==> src/rtl/tsld_pkg.sv <==
// Shared types, constants and the digit table for the temperature LED driver.
// No dependencies; every other file refers to it by scoped names.
`default_nettype none

package tsld_pkg;

  localparam int DIGIT_COUNT  = 3;
  localparam int SEGMENT_LEDS = 2;
  localparam int DIGIT_LEDS   = 14;
  localparam int CHAIN_LEDS   = 42;
  localparam int SEG_COUNT    = 7;

  localparam int TEMP_W    = 12;
  localparam int LEVEL_W   = 8;
  localparam int IDX_W     = 6;
  localparam int CFG_IDX_W = 3;
  localparam int CODE_W    = 4;
  localparam int LED_SEL_W = (CHAIN_LEDS > 1) ? $clog2(CHAIN_LEDS) : 1;

  localparam int QUEUE_DEPTH = 2;
  localparam int QPTR_W      = 1;
  localparam int QCNT_W      = $clog2(QUEUE_DEPTH + 1);

  localparam int NUM_W     = 25;
  localparam int DEN_W     = 17;
  localparam int QUO_W     = 8;
  localparam int DIV_STEPS = 8;
  localparam int STEP_W    = 3;

  localparam logic [CODE_W-1:0] CODE_ZERO  = 4'd0;
  localparam logic [CODE_W-1:0] CODE_BLANK = 4'd10;

  typedef enum logic [CFG_IDX_W-1:0] {
    REG_BRIGHTNESS = 3'd0,
    REG_COLD_LIMIT = 3'd1,
    REG_COOL_POINT = 3'd2,
    REG_WARM_POINT = 3'd3,
    REG_HOT_POINT  = 3'd4,
    REG_HOT_LIMIT  = 3'd5
  } cfg_reg_t;

  typedef enum logic [2:0] {
    SPAN_COLD,
    SPAN_COOL,
    SPAN_WARM,
    SPAN_HOT,
    SPAN_FADE,
    SPAN_RED
  } span_t;

  typedef enum logic [2:0] {
    F_IDLE,
    F_CLASS,
    F_LOAD,
    F_DIV,
    F_COLOR,
    F_SCALE,
    F_PUSH
  } front_state_t;

  typedef struct packed {
    logic [LEVEL_W-1:0] brightness;
    logic [TEMP_W-1:0]  cold_limit;
    logic [TEMP_W-1:0]  cool_point;
    logic [TEMP_W-1:0]  warm_point;
    logic [TEMP_W-1:0]  hot_point;
    logic [TEMP_W-1:0]  hot_limit;
  } cfg_t;

  localparam cfg_t CFG_RESET = '{
    brightness: 8'd255,
    cold_limit: 12'hEC0,
    cool_point: 12'h050,
    warm_point: 12'h140,
    hot_point:  12'h230,
    hot_limit:  12'h320
  };

  typedef struct packed {
    logic [LEVEL_W-1:0]    red;
    logic [LEVEL_W-1:0]    green;
    logic [LEVEL_W-1:0]    blue;
    logic [CHAIN_LEDS-1:0] lit;
  } frame_t;

  function automatic logic [SEG_COUNT-1:0] seg_pattern(input logic [CODE_W-1:0] code);
    logic [SEG_COUNT-1:0] pat;
    case (code)
      4'd0:    pat = 7'b1111110;
      4'd1:    pat = 7'b1000010;
      4'd2:    pat = 7'b0110111;
      4'd3:    pat = 7'b1100111;
      4'd4:    pat = 7'b1001011;
      4'd5:    pat = 7'b1101101;
      4'd6:    pat = 7'b1111101;
      4'd7:    pat = 7'b1000110;
      4'd8:    pat = 7'b1111111;
      4'd9:    pat = 7'b1101111;
      default: pat = 7'b0000000;
    endcase
    return pat;
  endfunction

endpackage

`default_nettype wire

==> src/rtl/tsld_front.sv <==
// Front end: accepts a temperature beat, classifies it into a ramp span, runs
// the ramp division and brightness scaling, and builds the digit LED mask.
// Depends on tsld_pkg.
`default_nettype none

module tsld_front (
  input  wire logic                          clk,
  input  wire logic                          rst,
  input  wire tsld_pkg::cfg_t                cfg,
  input  wire logic [tsld_pkg::TEMP_W-1:0]   temp_sixteenths,
  input  wire logic                          in_valid,
  output logic                               in_ready,
  output logic                               push_valid,
  input  wire logic                          push_ready,
  output tsld_pkg::frame_t                   push_data
);

  tsld_pkg::front_state_t state, state_next;

  logic [tsld_pkg::TEMP_W-1:0]     temp;
  tsld_pkg::span_t                 span;
  logic [tsld_pkg::TEMP_W-1:0]     n_val;
  logic [tsld_pkg::TEMP_W-1:0]     d_val;
  logic                            negative;
  logic [tsld_pkg::CODE_W-1:0]     tens;
  logic [tsld_pkg::CODE_W-1:0]     ones;
  logic [tsld_pkg::CHAIN_LEDS-1:0] lit;
  logic [tsld_pkg::NUM_W-1:0]      rem;
  logic [tsld_pkg::NUM_W-2:0]      dsh;
  logic [tsld_pkg::QUO_W-1:0]      quo;
  logic [tsld_pkg::STEP_W-1:0]     step;
  logic [tsld_pkg::LEVEL_W-1:0]    red;
  logic [tsld_pkg::LEVEL_W-1:0]    green;
  logic [tsld_pkg::LEVEL_W-1:0]    blue;
  logic [2*tsld_pkg::LEVEL_W-1:0]  prod_r;
  logic [2*tsld_pkg::LEVEL_W-1:0]  prod_g;
  logic [2*tsld_pkg::LEVEL_W-1:0]  prod_b;

  logic signed [tsld_pkg::TEMP_W-1:0] t_s;
  tsld_pkg::span_t                    span_c;
  logic [tsld_pkg::TEMP_W-1:0]        lo_c;
  logic [tsld_pkg::TEMP_W-1:0]        hi_c;
  logic [tsld_pkg::TEMP_W:0]          n_c;
  logic [tsld_pkg::TEMP_W:0]          d_c;
  logic [tsld_pkg::TEMP_W-1:0]        abs_c;
  logic [6:0]                         mag_c;
  logic [14:0]                        tens_mul;
  logic [3:0]                         tens_c;
  logic [6:0]                         ones_w;

  logic [tsld_pkg::NUM_W-1:0]   num_c;
  logic [tsld_pkg::DEN_W-1:0]   den_c;
  logic [tsld_pkg::NUM_W-1:0]   n_ext;
  logic [tsld_pkg::NUM_W-1:0]   d_ext;
  logic [tsld_pkg::CHAIN_LEDS-1:0] lit_c;
  logic [tsld_pkg::CODE_W-1:0]  code_c [tsld_pkg::DIGIT_COUNT];
  logic [tsld_pkg::SEG_COUNT-1:0] pat_c [tsld_pkg::DIGIT_COUNT];

  logic                         ge;
  logic [tsld_pkg::LEVEL_W-1:0] red_c;
  logic [tsld_pkg::LEVEL_W-1:0] green_c;
  logic [tsld_pkg::LEVEL_W-1:0] blue_c;

  function automatic logic [7:0] div255(input logic [15:0] p);
    logic [16:0] s;
    s = {1'b0, p} + {9'd0, p[15:8]} + 17'd1;
    return s[15:8];
  endfunction

  // classify, plus span offsets and the tens/ones digits
  always_comb begin
    t_s    = $signed(temp);
    span_c = tsld_pkg::SPAN_RED;
    lo_c   = cfg.hot_point;
    hi_c   = cfg.hot_limit;
    if (t_s <= $signed(cfg.cold_limit)) begin
      span_c = tsld_pkg::SPAN_COLD;
    end else if (t_s < $signed(cfg.cool_point)) begin
      span_c = tsld_pkg::SPAN_COOL;
      lo_c   = cfg.cold_limit;
      hi_c   = cfg.cool_point;
    end else if (t_s < $signed(cfg.warm_point)) begin
      span_c = tsld_pkg::SPAN_WARM;
      lo_c   = cfg.cool_point;
      hi_c   = cfg.warm_point;
    end else if (t_s < $signed(cfg.hot_point)) begin
      span_c = tsld_pkg::SPAN_HOT;
      lo_c   = cfg.warm_point;
      hi_c   = cfg.hot_point;
    end else if (t_s < $signed(cfg.hot_limit)) begin
      span_c = tsld_pkg::SPAN_FADE;
    end
    n_c = {temp[tsld_pkg::TEMP_W-1], temp} - {lo_c[tsld_pkg::TEMP_W-1], lo_c};
    d_c = {hi_c[tsld_pkg::TEMP_W-1], hi_c} - {lo_c[tsld_pkg::TEMP_W-1], lo_c};

    abs_c    = temp[tsld_pkg::TEMP_W-1] ? (12'd0 - temp) : temp;
    mag_c    = (abs_c[11:4] > 8'd99) ? 7'd99 : abs_c[10:4];
    tens_mul = {8'd0, mag_c} * 15'd205;
    tens_c   = tens_mul[14:11];
    ones_w   = mag_c - ({3'd0, tens_c} * 7'd10);
  end

  // divider operands and digit mask
  always_comb begin
    n_ext = {13'd0, n_val};
    d_ext = {13'd0, d_val};
    case (span)
      tsld_pkg::SPAN_COOL, tsld_pkg::SPAN_WARM: begin
        num_c = n_ext * 25'd255;
        den_c = {5'd0, d_val};
      end
      tsld_pkg::SPAN_HOT: begin
        num_c = (d_ext * 25'd5100) - (n_ext * 25'd1785);
        den_c = {5'd0, d_val} * 17'd20;
      end
      tsld_pkg::SPAN_FADE: begin
        num_c = (d_ext - n_ext) * 25'd165;
        den_c = {5'd0, d_val};
      end
      default: begin
        num_c = '0;
        den_c = {5'd0, d_val};
      end
    endcase

    lit_c = '0;
    for (int k = 0; k < tsld_pkg::DIGIT_COUNT; k++) begin
      if (negative) begin
        code_c[k] = (k == 0) ? tens : (k == 1) ? ones : tsld_pkg::CODE_BLANK;
      end else begin
        code_c[k] = (k == 0) ? tsld_pkg::CODE_ZERO : (k == 1) ? tens : ones;
      end
      pat_c[k] = tsld_pkg::seg_pattern(code_c[k]);
      for (int s = 0; s < tsld_pkg::SEG_COUNT; s++) begin
        for (int j = 0; j < tsld_pkg::SEGMENT_LEDS; j++) begin
          if (k * tsld_pkg::DIGIT_LEDS + s * tsld_pkg::SEGMENT_LEDS + j
              < tsld_pkg::CHAIN_LEDS) begin
            if (pat_c[k][s]) begin
              lit_c[k * tsld_pkg::DIGIT_LEDS + s * tsld_pkg::SEGMENT_LEDS + j] = 1'b1;
            end
          end
        end
      end
    end
  end

  // divider compare, and ramp colour per span (from the quotient where it ramps)
  always_comb begin
    ge      = rem >= {1'b0, dsh};
    red_c   = 8'd255;
    green_c = 8'd0;
    blue_c  = 8'd0;
    case (span)
      tsld_pkg::SPAN_COLD: begin
        red_c   = 8'd0;
        green_c = 8'd255;
      end
      tsld_pkg::SPAN_COOL: begin
        red_c   = 8'd0;
        green_c = 8'd255;
        blue_c  = quo;
      end
      tsld_pkg::SPAN_WARM: begin
        red_c   = quo;
        green_c = 8'd255;
        blue_c  = 8'd255 - quo - {7'd0, (rem != '0)};
      end
      tsld_pkg::SPAN_HOT, tsld_pkg::SPAN_FADE: begin
        green_c = quo;
      end
      default: begin
        green_c = 8'd0;
      end
    endcase
  end

  always_comb begin
    state_next = state;
    case (state)
      tsld_pkg::F_IDLE:  if (in_valid) state_next = tsld_pkg::F_CLASS;
      tsld_pkg::F_CLASS: state_next = tsld_pkg::F_LOAD;
      tsld_pkg::F_LOAD:  state_next = tsld_pkg::F_DIV;
      tsld_pkg::F_DIV: begin
        if (step == tsld_pkg::STEP_W'(tsld_pkg::DIV_STEPS - 1)) begin
          state_next = tsld_pkg::F_COLOR;
        end
      end
      tsld_pkg::F_COLOR: state_next = tsld_pkg::F_SCALE;
      tsld_pkg::F_SCALE: state_next = tsld_pkg::F_PUSH;
      tsld_pkg::F_PUSH:  if (push_ready) state_next = tsld_pkg::F_IDLE;
      default:           state_next = tsld_pkg::F_IDLE;
    endcase
  end

  always_comb begin
    in_ready   = (state == tsld_pkg::F_IDLE);
    push_valid = (state == tsld_pkg::F_PUSH);
    push_data.red   = div255(prod_r);
    push_data.green = div255(prod_g);
    push_data.blue  = div255(prod_b);
    push_data.lit   = lit;
  end

  always_ff @(posedge clk) begin
    if (rst) begin
      state <= tsld_pkg::F_IDLE;
    end else begin
      state <= state_next;
    end
  end

  always_ff @(posedge clk) begin
    case (state)
      tsld_pkg::F_IDLE: begin
        if (in_valid) temp <= temp_sixteenths;
      end
      tsld_pkg::F_CLASS: begin
        span     <= span_c;
        n_val    <= n_c[tsld_pkg::TEMP_W-1:0];
        d_val    <= d_c[tsld_pkg::TEMP_W-1:0];
        negative <= temp[tsld_pkg::TEMP_W-1];
        tens     <= tens_c;
        ones     <= ones_w[3:0];
      end
      tsld_pkg::F_LOAD: begin
        rem  <= num_c;
        dsh  <= {den_c, 7'd0};
        quo  <= '0;
        step <= '0;
        lit  <= lit_c;
      end
      tsld_pkg::F_DIV: begin
        if (ge) rem <= rem - {1'b0, dsh};
        quo  <= {quo[tsld_pkg::QUO_W-2:0], ge};
        dsh  <= dsh >> 1;
        step <= step + 1'b1;
      end
      tsld_pkg::F_COLOR: begin
        red   <= red_c;
        green <= green_c;
        blue  <= blue_c;
      end
      tsld_pkg::F_SCALE: begin
        prod_r <= {8'd0, red} * {8'd0, cfg.brightness};
        prod_g <= {8'd0, green} * {8'd0, cfg.brightness};
        prod_b <= {8'd0, blue} * {8'd0, cfg.brightness};
      end
      default: begin
      end
    endcase
  end

endmodule

`default_nettype wire

==> src/rtl/tsld_queue.sv <==
// Two-entry frame queue between the front end and the LED emitter.
// Depends on tsld_pkg.
`default_nettype none

module tsld_queue (
  input  wire logic             clk,
  input  wire logic             rst,
  input  wire logic             push_valid,
  output logic                  push_ready,
  input  wire tsld_pkg::frame_t push_data,
  output logic                  pop_valid,
  input  wire logic             pop,
  output tsld_pkg::frame_t      head
);

  tsld_pkg::frame_t              mem [tsld_pkg::QUEUE_DEPTH];
  logic [tsld_pkg::QPTR_W-1:0]   wr_ptr;
  logic [tsld_pkg::QPTR_W-1:0]   rd_ptr;
  logic [tsld_pkg::QCNT_W-1:0]   count;
  logic                          do_push;

  assign push_ready = (count != tsld_pkg::QCNT_W'(tsld_pkg::QUEUE_DEPTH));
  assign pop_valid  = (count != '0);
  assign head       = mem[rd_ptr];
  assign do_push    = push_valid && push_ready;

  always_ff @(posedge clk) begin
    if (do_push) mem[wr_ptr] <= push_data;
  end

  always_ff @(posedge clk) begin
    if (rst) begin
      wr_ptr <= '0;
      rd_ptr <= '0;
      count  <= '0;
    end else begin
      if (do_push) wr_ptr <= wr_ptr + 1'b1;
      if (pop) rd_ptr <= rd_ptr + 1'b1;
      if (do_push && !pop) begin
        count <= count + 1'b1;
      end else if (pop && !do_push) begin
        count <= count - 1'b1;
      end
    end
  end

endmodule

`default_nettype wire

==> src/rtl/tsld_back.sv <==
// LED emitter: walks the chain for the frame at the queue head, one beat per
// LED, through a registered output stage. Depends on tsld_pkg.
`default_nettype none

module tsld_back (
  input  wire logic                         clk,
  input  wire logic                         rst,
  input  wire logic                         pop_valid,
  input  wire tsld_pkg::frame_t             head,
  output logic                              pop,
  output logic                              out_valid,
  input  wire logic                         out_ready,
  output logic [tsld_pkg::IDX_W-1:0]        led_index,
  output logic [tsld_pkg::LEVEL_W-1:0]      red_level,
  output logic [tsld_pkg::LEVEL_W-1:0]      green_level,
  output logic [tsld_pkg::LEVEL_W-1:0]      blue_level,
  output logic                              last_led
);

  logic [tsld_pkg::LED_SEL_W-1:0] idx;
  logic                           load;
  logic                           at_last;
  logic                           lit_bit;

  assign load    = pop_valid && (!out_valid || out_ready);
  assign at_last = (idx == tsld_pkg::LED_SEL_W'(tsld_pkg::CHAIN_LEDS - 1));
  assign pop     = load && at_last;
  assign lit_bit = head.lit[idx];

  always_ff @(posedge clk) begin
    if (rst) begin
      out_valid <= 1'b0;
      idx       <= '0;
    end else if (load) begin
      out_valid <= 1'b1;
      idx       <= at_last ? '0 : idx + 1'b1;
    end else if (out_ready) begin
      out_valid <= 1'b0;
    end
  end

  always_ff @(posedge clk) begin
    if (load) begin
      led_index   <= tsld_pkg::IDX_W'(idx);
      red_level   <= lit_bit ? head.red : '0;
      green_level <= lit_bit ? head.green : '0;
      blue_level  <= lit_bit ? head.blue : '0;
      last_led    <= at_last;
    end
  end

endmodule

`default_nettype wire

==> src/rtl/temperature_segment_led_driver_unit.sv <==
// Temperature to seven-segment LED frame driver, top level.
// Throughput: CHAIN_LEDS beats per temperature, one per cycle while out_ready is high, set by the emitter;
// the front end classifies, divides, colours and scales each temperature before it takes the next.
// Reset restores the register defaults, empties the queue and drops out_valid.
// Depends on tsld_pkg, tsld_front, tsld_queue, tsld_back.
`default_nettype none

module temperature_segment_led_driver_unit (
  input  wire logic                            clk,
  input  wire logic                            rst,
  input  wire logic                            cfg_write,
  input  wire logic [tsld_pkg::CFG_IDX_W-1:0]  cfg_index,
  input  wire logic [tsld_pkg::TEMP_W-1:0]     cfg_data,
  input  wire logic [tsld_pkg::TEMP_W-1:0]     temp_sixteenths,
  input  wire logic                            in_valid,
  output logic                                 in_ready,
  output logic [tsld_pkg::IDX_W-1:0]           led_index,
  output logic [tsld_pkg::LEVEL_W-1:0]         red_level,
  output logic [tsld_pkg::LEVEL_W-1:0]         green_level,
  output logic [tsld_pkg::LEVEL_W-1:0]         blue_level,
  output logic                                 last_led,
  output logic                                 out_valid,
  input  wire logic                            out_ready
);

  tsld_pkg::cfg_t   cfg;
  tsld_pkg::frame_t push_data;
  tsld_pkg::frame_t head;
  logic             push_valid;
  logic             push_ready;
  logic             pop_valid;
  logic             pop;

  always_ff @(posedge clk) begin
    if (rst) begin
      cfg <= tsld_pkg::CFG_RESET;
    end else if (cfg_write) begin
      case (tsld_pkg::cfg_reg_t'(cfg_index))
        tsld_pkg::REG_BRIGHTNESS: cfg.brightness <= cfg_data[tsld_pkg::LEVEL_W-1:0];
        tsld_pkg::REG_COLD_LIMIT: cfg.cold_limit <= cfg_data;
        tsld_pkg::REG_COOL_POINT: cfg.cool_point <= cfg_data;
        tsld_pkg::REG_WARM_POINT: cfg.warm_point <= cfg_data;
        tsld_pkg::REG_HOT_POINT:  cfg.hot_point  <= cfg_data;
        tsld_pkg::REG_HOT_LIMIT:  cfg.hot_limit  <= cfg_data;
        default: begin
        end
      endcase
    end
  end

  tsld_front u_front (
    .clk             (clk),
    .rst             (rst),
    .cfg             (cfg),
    .temp_sixteenths (temp_sixteenths),
    .in_valid        (in_valid),
    .in_ready        (in_ready),
    .push_valid      (push_valid),
    .push_ready      (push_ready),
    .push_data       (push_data)
  );

  tsld_queue u_queue (
    .clk        (clk),
    .rst        (rst),
    .push_valid (push_valid),
    .push_ready (push_ready),
    .push_data  (push_data),
    .pop_valid  (pop_valid),
    .pop        (pop),
    .head       (head)
  );

  tsld_back u_back (
    .clk         (clk),
    .rst         (rst),
    .pop_valid   (pop_valid),
    .head        (head),
    .pop         (pop),
    .out_valid   (out_valid),
    .out_ready   (out_ready),
    .led_index   (led_index),
    .red_level   (red_level),
    .green_level (green_level),
    .blue_level  (blue_level),
    .last_led    (last_led)
  );

  a_reset_clears_out: assert property (@(posedge clk) rst |=> !out_valid)
    else $error("out_valid high after reset");

  a_index_advances: assert property (@(posedge clk) disable iff (rst)
    (out_valid && out_ready && !last_led) |=>
      (out_valid && led_index == $past(led_index) + 6'd1))
    else $error("LED index did not advance within a frame");

  a_frame_restarts: assert property (@(posedge clk) disable iff (rst)
    (out_valid && out_ready && last_led) |=> (!out_valid || led_index == '0))
    else $error("new frame did not start at LED zero");

  a_queue_holds_frame: assert property (@(posedge clk) disable iff (rst)
    (out_valid && !last_led) |-> pop_valid)
    else $error("frame left the queue before its last LED");

endmodule

`default_nettype wire
==> config.mk <==
export PLATFORM = sky130hd
export DESIGN_NAME = temperature_segment_led_driver_unit
export DESIGN_NICKNAME = d
export VERILOG_FILES = /design/src/rtl/tsld_pkg.sv /design/src/rtl/tsld_front.sv /design/src/rtl/tsld_queue.sv /design/src/rtl/tsld_back.sv /design/src/rtl/temperature_segment_led_driver_unit.sv
export SDC_FILE = /design/constraint.sdc
export NUM_CORES = 2
export LEC_CHECK = 0
export BUFFER_PORTS_ARGS = -buffer_cell sky130_fd_sc_hd__buf_4
export CORE_MARGIN = 10
export CORE_UTILIZATION = 35
export DETAILED_ROUTE_END_ITERATION = 8
export GPL_TIMING_DRIVEN = 1
export PLACE_DENSITY = 0.49
export SETUP_SLACK_MARGIN = 0.3
export SLEW_MARGIN = 20
export SYNTH_ARGS = -nofsm -noshare
export SYNTH_HDL_FRONTEND = slang
export SYNTH_SLANG_ARGS = --single-unit
==> constraint.sdc <==
create_clock -name clk -period 15.5 [get_ports clk]
set_input_delay 3.1 -clock clk [delete_from_list [all_inputs] [get_ports clk]]
set_output_delay 3.1 -clock clk [all_outputs]
set_load 0.01 [all_outputs]
# Word-level counts from Yosys, hierarchy flattened
# Memories as Yosys holds them, arrays and structs flattened. A register that Yosys moved wholly into a read port is not among the register bits.
# Cells that the tools add are included.
# totals
register_bits,334
ram_bits,132
rom_bits,336
in_bits,32
out_inout_bits,33
elab_cells,197
mem_count,4
# op_classes
n_addsub,21
multipliers,10
magnitude_cmp,8
n_eq_ne,22
mux,63
n_reduce_logical,32
# memory_table
name,depth,width,read_ports,rd_clocked_by_memory_dff,wr,line,rtl
u_queue.mem,2,66,1,1,1,tsld_queue.sv:16,tsld_pkg::frame_t mem [tsld_pkg::QUEUE_DEPTH];
(no name shown),16,7,1,0,0,tsld_pkg.sv:88,case (code)
(no name shown),16,7,1,0,0,tsld_pkg.sv:88,
(no name shown),16,7,1,0,0,tsld_pkg.sv:88,
# ops
cell,n
$mux 12,9
$pmux 25 s3,1
$pmux 8 s2,4
$pmux 25 s2,1
$add 16x1->16 const B,3
$add 16x8->16,3
$lt 12x12->1,4
$mul 8x8->16,3
$pmux 24 s2,1
$mul 12x11->23 const B,2
$mux 1,30
$ge 25x24->1,1
$mul 25x8->25 const B,1
$mux 25,1
$reduce_bool 25->1,1
$sub 25x23->25,1
$sub 25x24->25,1
$sub 12x12->12,2
$eq 3x3->1 const B,7
$pmux 3 s7,1
$mul 12x8->20 const B,1
$eq 3x2->1 const B,6
$mux 17,1
$reduce_and 2->1,8
other kinds (36),63

# Longest topological paths before layout
# depth
word_depth,7
ltp_mapped,34
depth_no_buf,34

# Cells and area by module
# A second synthesis with hierarchy kept.
# unflattened
hier_cells,4071
hier_area_um2,41755.0
# modules_own_cells
module,n_inst,cells_each,area_per_inst_um2
tsld_front,1,3385,31645.4
tsld_queue,1,229,4998.5
temperature_segment_led_driver_unit,1,255,2718.9
tsld_back,1,202,2392.3

# Least setup slack after synthesis
# No wires, ideal clock.
# synth_timing
kind,reg2reg
startpoint,register u_front.d_val[5] in the netlist's numbering
endpoint,register u_front.rem[24] in the netlist's numbering (data pin)
setup_time_ns,0.273
arrival_ns,7.668
t_required_ns,15.227
path_slack_ns,7.558
path_stages_with_launch,32
n_path_buf,0
synth_period_minus_slack_ns,7.942
cell_sequence,edfxtp_1 ha_1 inv_1 fa_1 fa_1 inv_1 fa_1 inv_1 fa_1 inv_1 ha_1 a21oi_1 nand2b_1 o21ai_0 o21ai_0 a21o_1 a21o_1 xnor2_1 ha_1 fa_1 fa_1 inv_1 ha_1 o21a_1 o21a_1 and3_1 a221o_1 a21o_1 a311oi_2 o21ai_0 nand3b_1 a31oi_1
# synth_via
elab_chain_cells,4
elab_cells_between_ends,6
cone_classes,2 x add/sub; 2 x mul; 2 x mux
# synth_lines
element,line,rtl
"start, declared",tsld_front.sv:23,logic [tsld_pkg::TEMP_W-1:0] d_val;
"start signal, assigned",tsld_front.sv:220,d_val <= d_c[tsld_pkg::TEMP_W-1:0];
$sub 12x12->13 or $mul 12x11->23 (tied branches),"tsld_front.sv:117, tsld_front.sv:113",
$mul 25x8->25 or $sub 25x23->25 (tied branches),"tsld_front.sv:117, tsld_front.sv:113",
$pmux 25 s3 (*),tsld_front.sv:107,case (span)
$pmux 25 s2 (*),tsld_front.sv:213,case (state)
"end signal, assigned",tsld_front.sv:226,rem <= num_c;
"end signal, assigned",tsld_front.sv:233,"if (ge) rem <= rem - {1'b0, dsh};"
"end, declared",tsld_front.sv:28,logic [tsld_pkg::NUM_W-1:0] rem;
# Every way passes the cells marked *; elsewhere a longest branch is shown, timed or not.
# A chain may end at the register's enable or synchronous reset.

# Worst setup path after layout
# Ends and elaborated chain as after synthesis.

==> results.ini <==
[timing]
slew_headroom_pct=30.4
rsz0062_at_grt=no
fin_crit_sh_pct=54.7
max_freq_mhz=118
worst_pin_slew_ps=1040
setup_ws_ps=7020
setup_viol=0
finalSetupTns_ps=0
hold_viol=0
fin_skew_ps=27.0
drv_slew=0
fin_crit_ps=8480

[global_route]
grtUsageMet3_pct=2.28
grt_busiest_layer=met2
grt_first_pass_wirelength_um=161000
grt_overflow=0
gr-usage-all-layers_pct=16.1
grt_use_met2_pct=25.9
met1_usage_pct=22.3
grt_max_degree=79
antenna_found_initial=3
grt_pass1_vias=28275

[place]
numPortBuffers=64
place_inst=5466
place.gp.congestion=0.860
place_hpwl_um=80800
dp_slack_ps=6920

[synth]
ys_ff_latch=405
async_reset_ff_share_pct=0
synth_fp_nets=4890
syn_inst=3980
synth_cell_types=82
synth_area_per_cell_um2=9.89
syn_area_mm2=0.0394
seq_area_frac_synth_pct=28.8
ys.flop_type=edfxtp_1
synth_edf_count=322
yosys_warnings=0

[hold_path]
hold_class=reg -> reg
hold_path_startpoint=u_front.lit[15]
holdPathEnd=u_queue.mem[1][15]
whs_path_depth=0

[clock_tree]
htreeDepth=2
clockRootBuffer=clkbuf_16
post-cts-setup-buffers=0
clk-insertion-delay-late_ps=630
clkSlewWorstSetupHoldPaths_ps=60
clk_path_buf_depth=3
cts_hold_buf=0
cts_resized=0
cts_tree=done
numCtsBuffers=49
clkSinkCount=405

[detailed_routing]
wl_per_cell_um=18.2
dr.pass1.iters=8
drt-vias-per-instance=4.97
wirelength_um=101000
postRouteAntennaNets=0
num_vias=27641
remaining_drc_errors=0
drt_first_iter_violations=1471

[layout]
layout_commonest_cell=inv_1
drive_above_1_share_pct=5.73
nets=4939
final_cell_mix=631 x inv_1, 560 x ha_1, 354 x nand2_1
fin_cells=5557
diodes=0
fill_cells=11197
synthToLayoutAreaGrowth_pct=10.1

[setup_path]
reg2reg_depth=31
cp.required_ps=15850
critPathCaptureType=register
reg2reg_from=u_front.d_val[5]
r2r_end=u_front.rem[24]
crit_arrival_ps=8840
slowest_stage=edfxtp_1
critPathLaunchType=register
rrSetupSlack_ps=7020
worst-path-max-fanout=11
max_stage_delay_ps=630
critPathKind=reg -> reg
crit_path_frequent_cell=fa_1

[floorplan]
io_pins=65
core_area_mm2=0.111
die-width_um=355
dieHeight_um=355
placementRows=122
fp.dieArea_mm2=0.126
initial_utilization_pct=35.4

[job]
cap_violations=0

[status]
status=complete, no violations

## through the flow
stage / hold WS (ps) / utilization [%] / cell area [um2]
CTS: 449 / 39.0 / 43300
global route: 458 / 39.0 / 43300
global placement: 428 / 37.5 / 41600
finish: 446 / 39.0 / 43300
detailed placement: 435 / 37.5 / 41600
floorplan: 406 / - / 39400
## routing by layer
metal | share of wire [%] | vias up
met1 | 49 | 13515
met2 | 45 | 405
met5 | 0 | -
li1 | - | 13612
met4 | 2.5 | 0
met3 | 3.9 | 109
## critical path: cells and delay by family, from the launching register on
kind | cells | cell delay, ps
buf+inv | 5 | 240
xor+xnor | 1 | 130
simple gates | 3 | 350
fa+ha+maj | 10 | 4330
compound gates | 12 | 2510
flops | 1 | 630
## flip-flops by register name, indices dropped and copies added (netlist names), 6 cells and up, named ones only
name and count:
u_queue.mem 90, cfg 68, u_front.rem 25, u_front.dsh 24, u_front.lit 21, u_front.prod_b 16, u_front.prod_g 16, u_front.prod_r 16
u_front.d_val 12, u_front.n_val 12, u_front.t_s 12, u_back.blue_level 8, u_back.green_level 8, u_back.red_level 8, u_front.blue 8, u_front.green 8
u_front.quo 8, u_front.red 8, u_back.idx 6, u_back.led_index 6
## kinds of logic after synthesis
kind of cell	Yosys count	share of synthesized area, %
flops	405	28.8
compound gates	704	11.6
mux	51	1.68
simple gates	1005	12.3
fa+ha+maj	878	34.0
xor+xnor	207	4.64
buf+inv	730	6.99
## layout make-up
cell class                      instances  area [um2]  share of cell area, %
Clock buffer                           67        1380                   3.17
Clock inverter                         24         315                  0.728
Inverter                              631        2370                   5.47
Multi-Input combinational cell       2845       25300                   58.5
Sequential cell                       405       11300                   26.2
Tap cell                             1488        1860                   4.30
Timing Repair Buffer                   97         728                   1.68
## worst max path at each step
stage                           from         endpoint  slack, ps  cells past startpoint
finish              u_front.d_val[5]  u_front.rem[24]       7020                     31
global route        u_front.d_val[5]  u_front.rem[24]       6410                     31
CTS                 u_front.d_val[5]  u_front.rem[24]       6940                     31
detailed placement  u_front.d_val[4]  u_front.rem[24]       6920                     31
global placement    u_front.d_val[5]  u_front.rem[24]       7000                     31
floorplan           u_front.d_val[5]  u_front.rem[24]       7560                     31
## cell usage after synthesis, types with 5 or more instances
| cell type | instances | area share (%) |
|---|---|---|
| o21a_1 | 52 | 0.99 |
| inv_1 | 631 | 6.0 |
| mux2i_1 | 37 | 0.94 |
| a211oi_1 | 22 | 0.42 |
| a31oi_1 | 24 | 0.38 |
| nor3b_1 | 5 | 0.095 |
| o31a_1 | 10 | 0.22 |
| buf_2 | 10 | 0.13 |
| or4_1 | 7 | 0.13 |
| nand4_1 | 22 | 0.35 |
| a22oi_1 | 15 | 0.29 |
| a222oi_1 | 7 | 0.18 |
| o211ai_1 | 12 | 0.23 |
| or2_2 | 14 | 0.22 |
| o31ai_1 | 19 | 0.36 |
| a2111oi_0 | 9 | 0.20 |
| fa_1 | 318 | 16 |
| dfxtp_1 | 83 | 4.2 |
| nor3_1 | 47 | 0.60 |
| o22ai_1 | 24 | 0.38 |
| edfxtp_1 | 322 | 25 |
| nand3_1 | 36 | 0.46 |
| o21ai_0 | 137 | 1.7 |
| nor2b_1 | 37 | 0.59 |
| a221oi_1 | 16 | 0.36 |
| nand2_1 | 354 | 3.4 |
| o21bai_1 | 17 | 0.32 |
| a211o_1 | 12 | 0.27 |
| nor2_1 | 221 | 2.1 |
| clkbuf_1 | 85 | 0.81 |
| nor4_1 | 10 | 0.16 |
| and3_1 | 28 | 0.45 |
| nand2b_1 | 42 | 0.67 |
| a21o_1 | 50 | 0.95 |
| ha_1 | 560 | 18 |
| nand3b_1 | 21 | 0.40 |
| o41ai_1 | 7 | 0.16 |
| a21boi_0 | 16 | 0.31 |
| or3_1 | 20 | 0.32 |
| a21oi_1 | 205 | 2.6 |
| xnor2_1 | 147 | 3.3 |
| and2_1 | 125 | 2.0 |
| xor2_1 | 59 | 1.3 |
| mux4_2 | 12 | 0.69 |
Power is not shown: default switching activity piles up to over one toggle a cycle in this logic, so the estimate is an artifact.
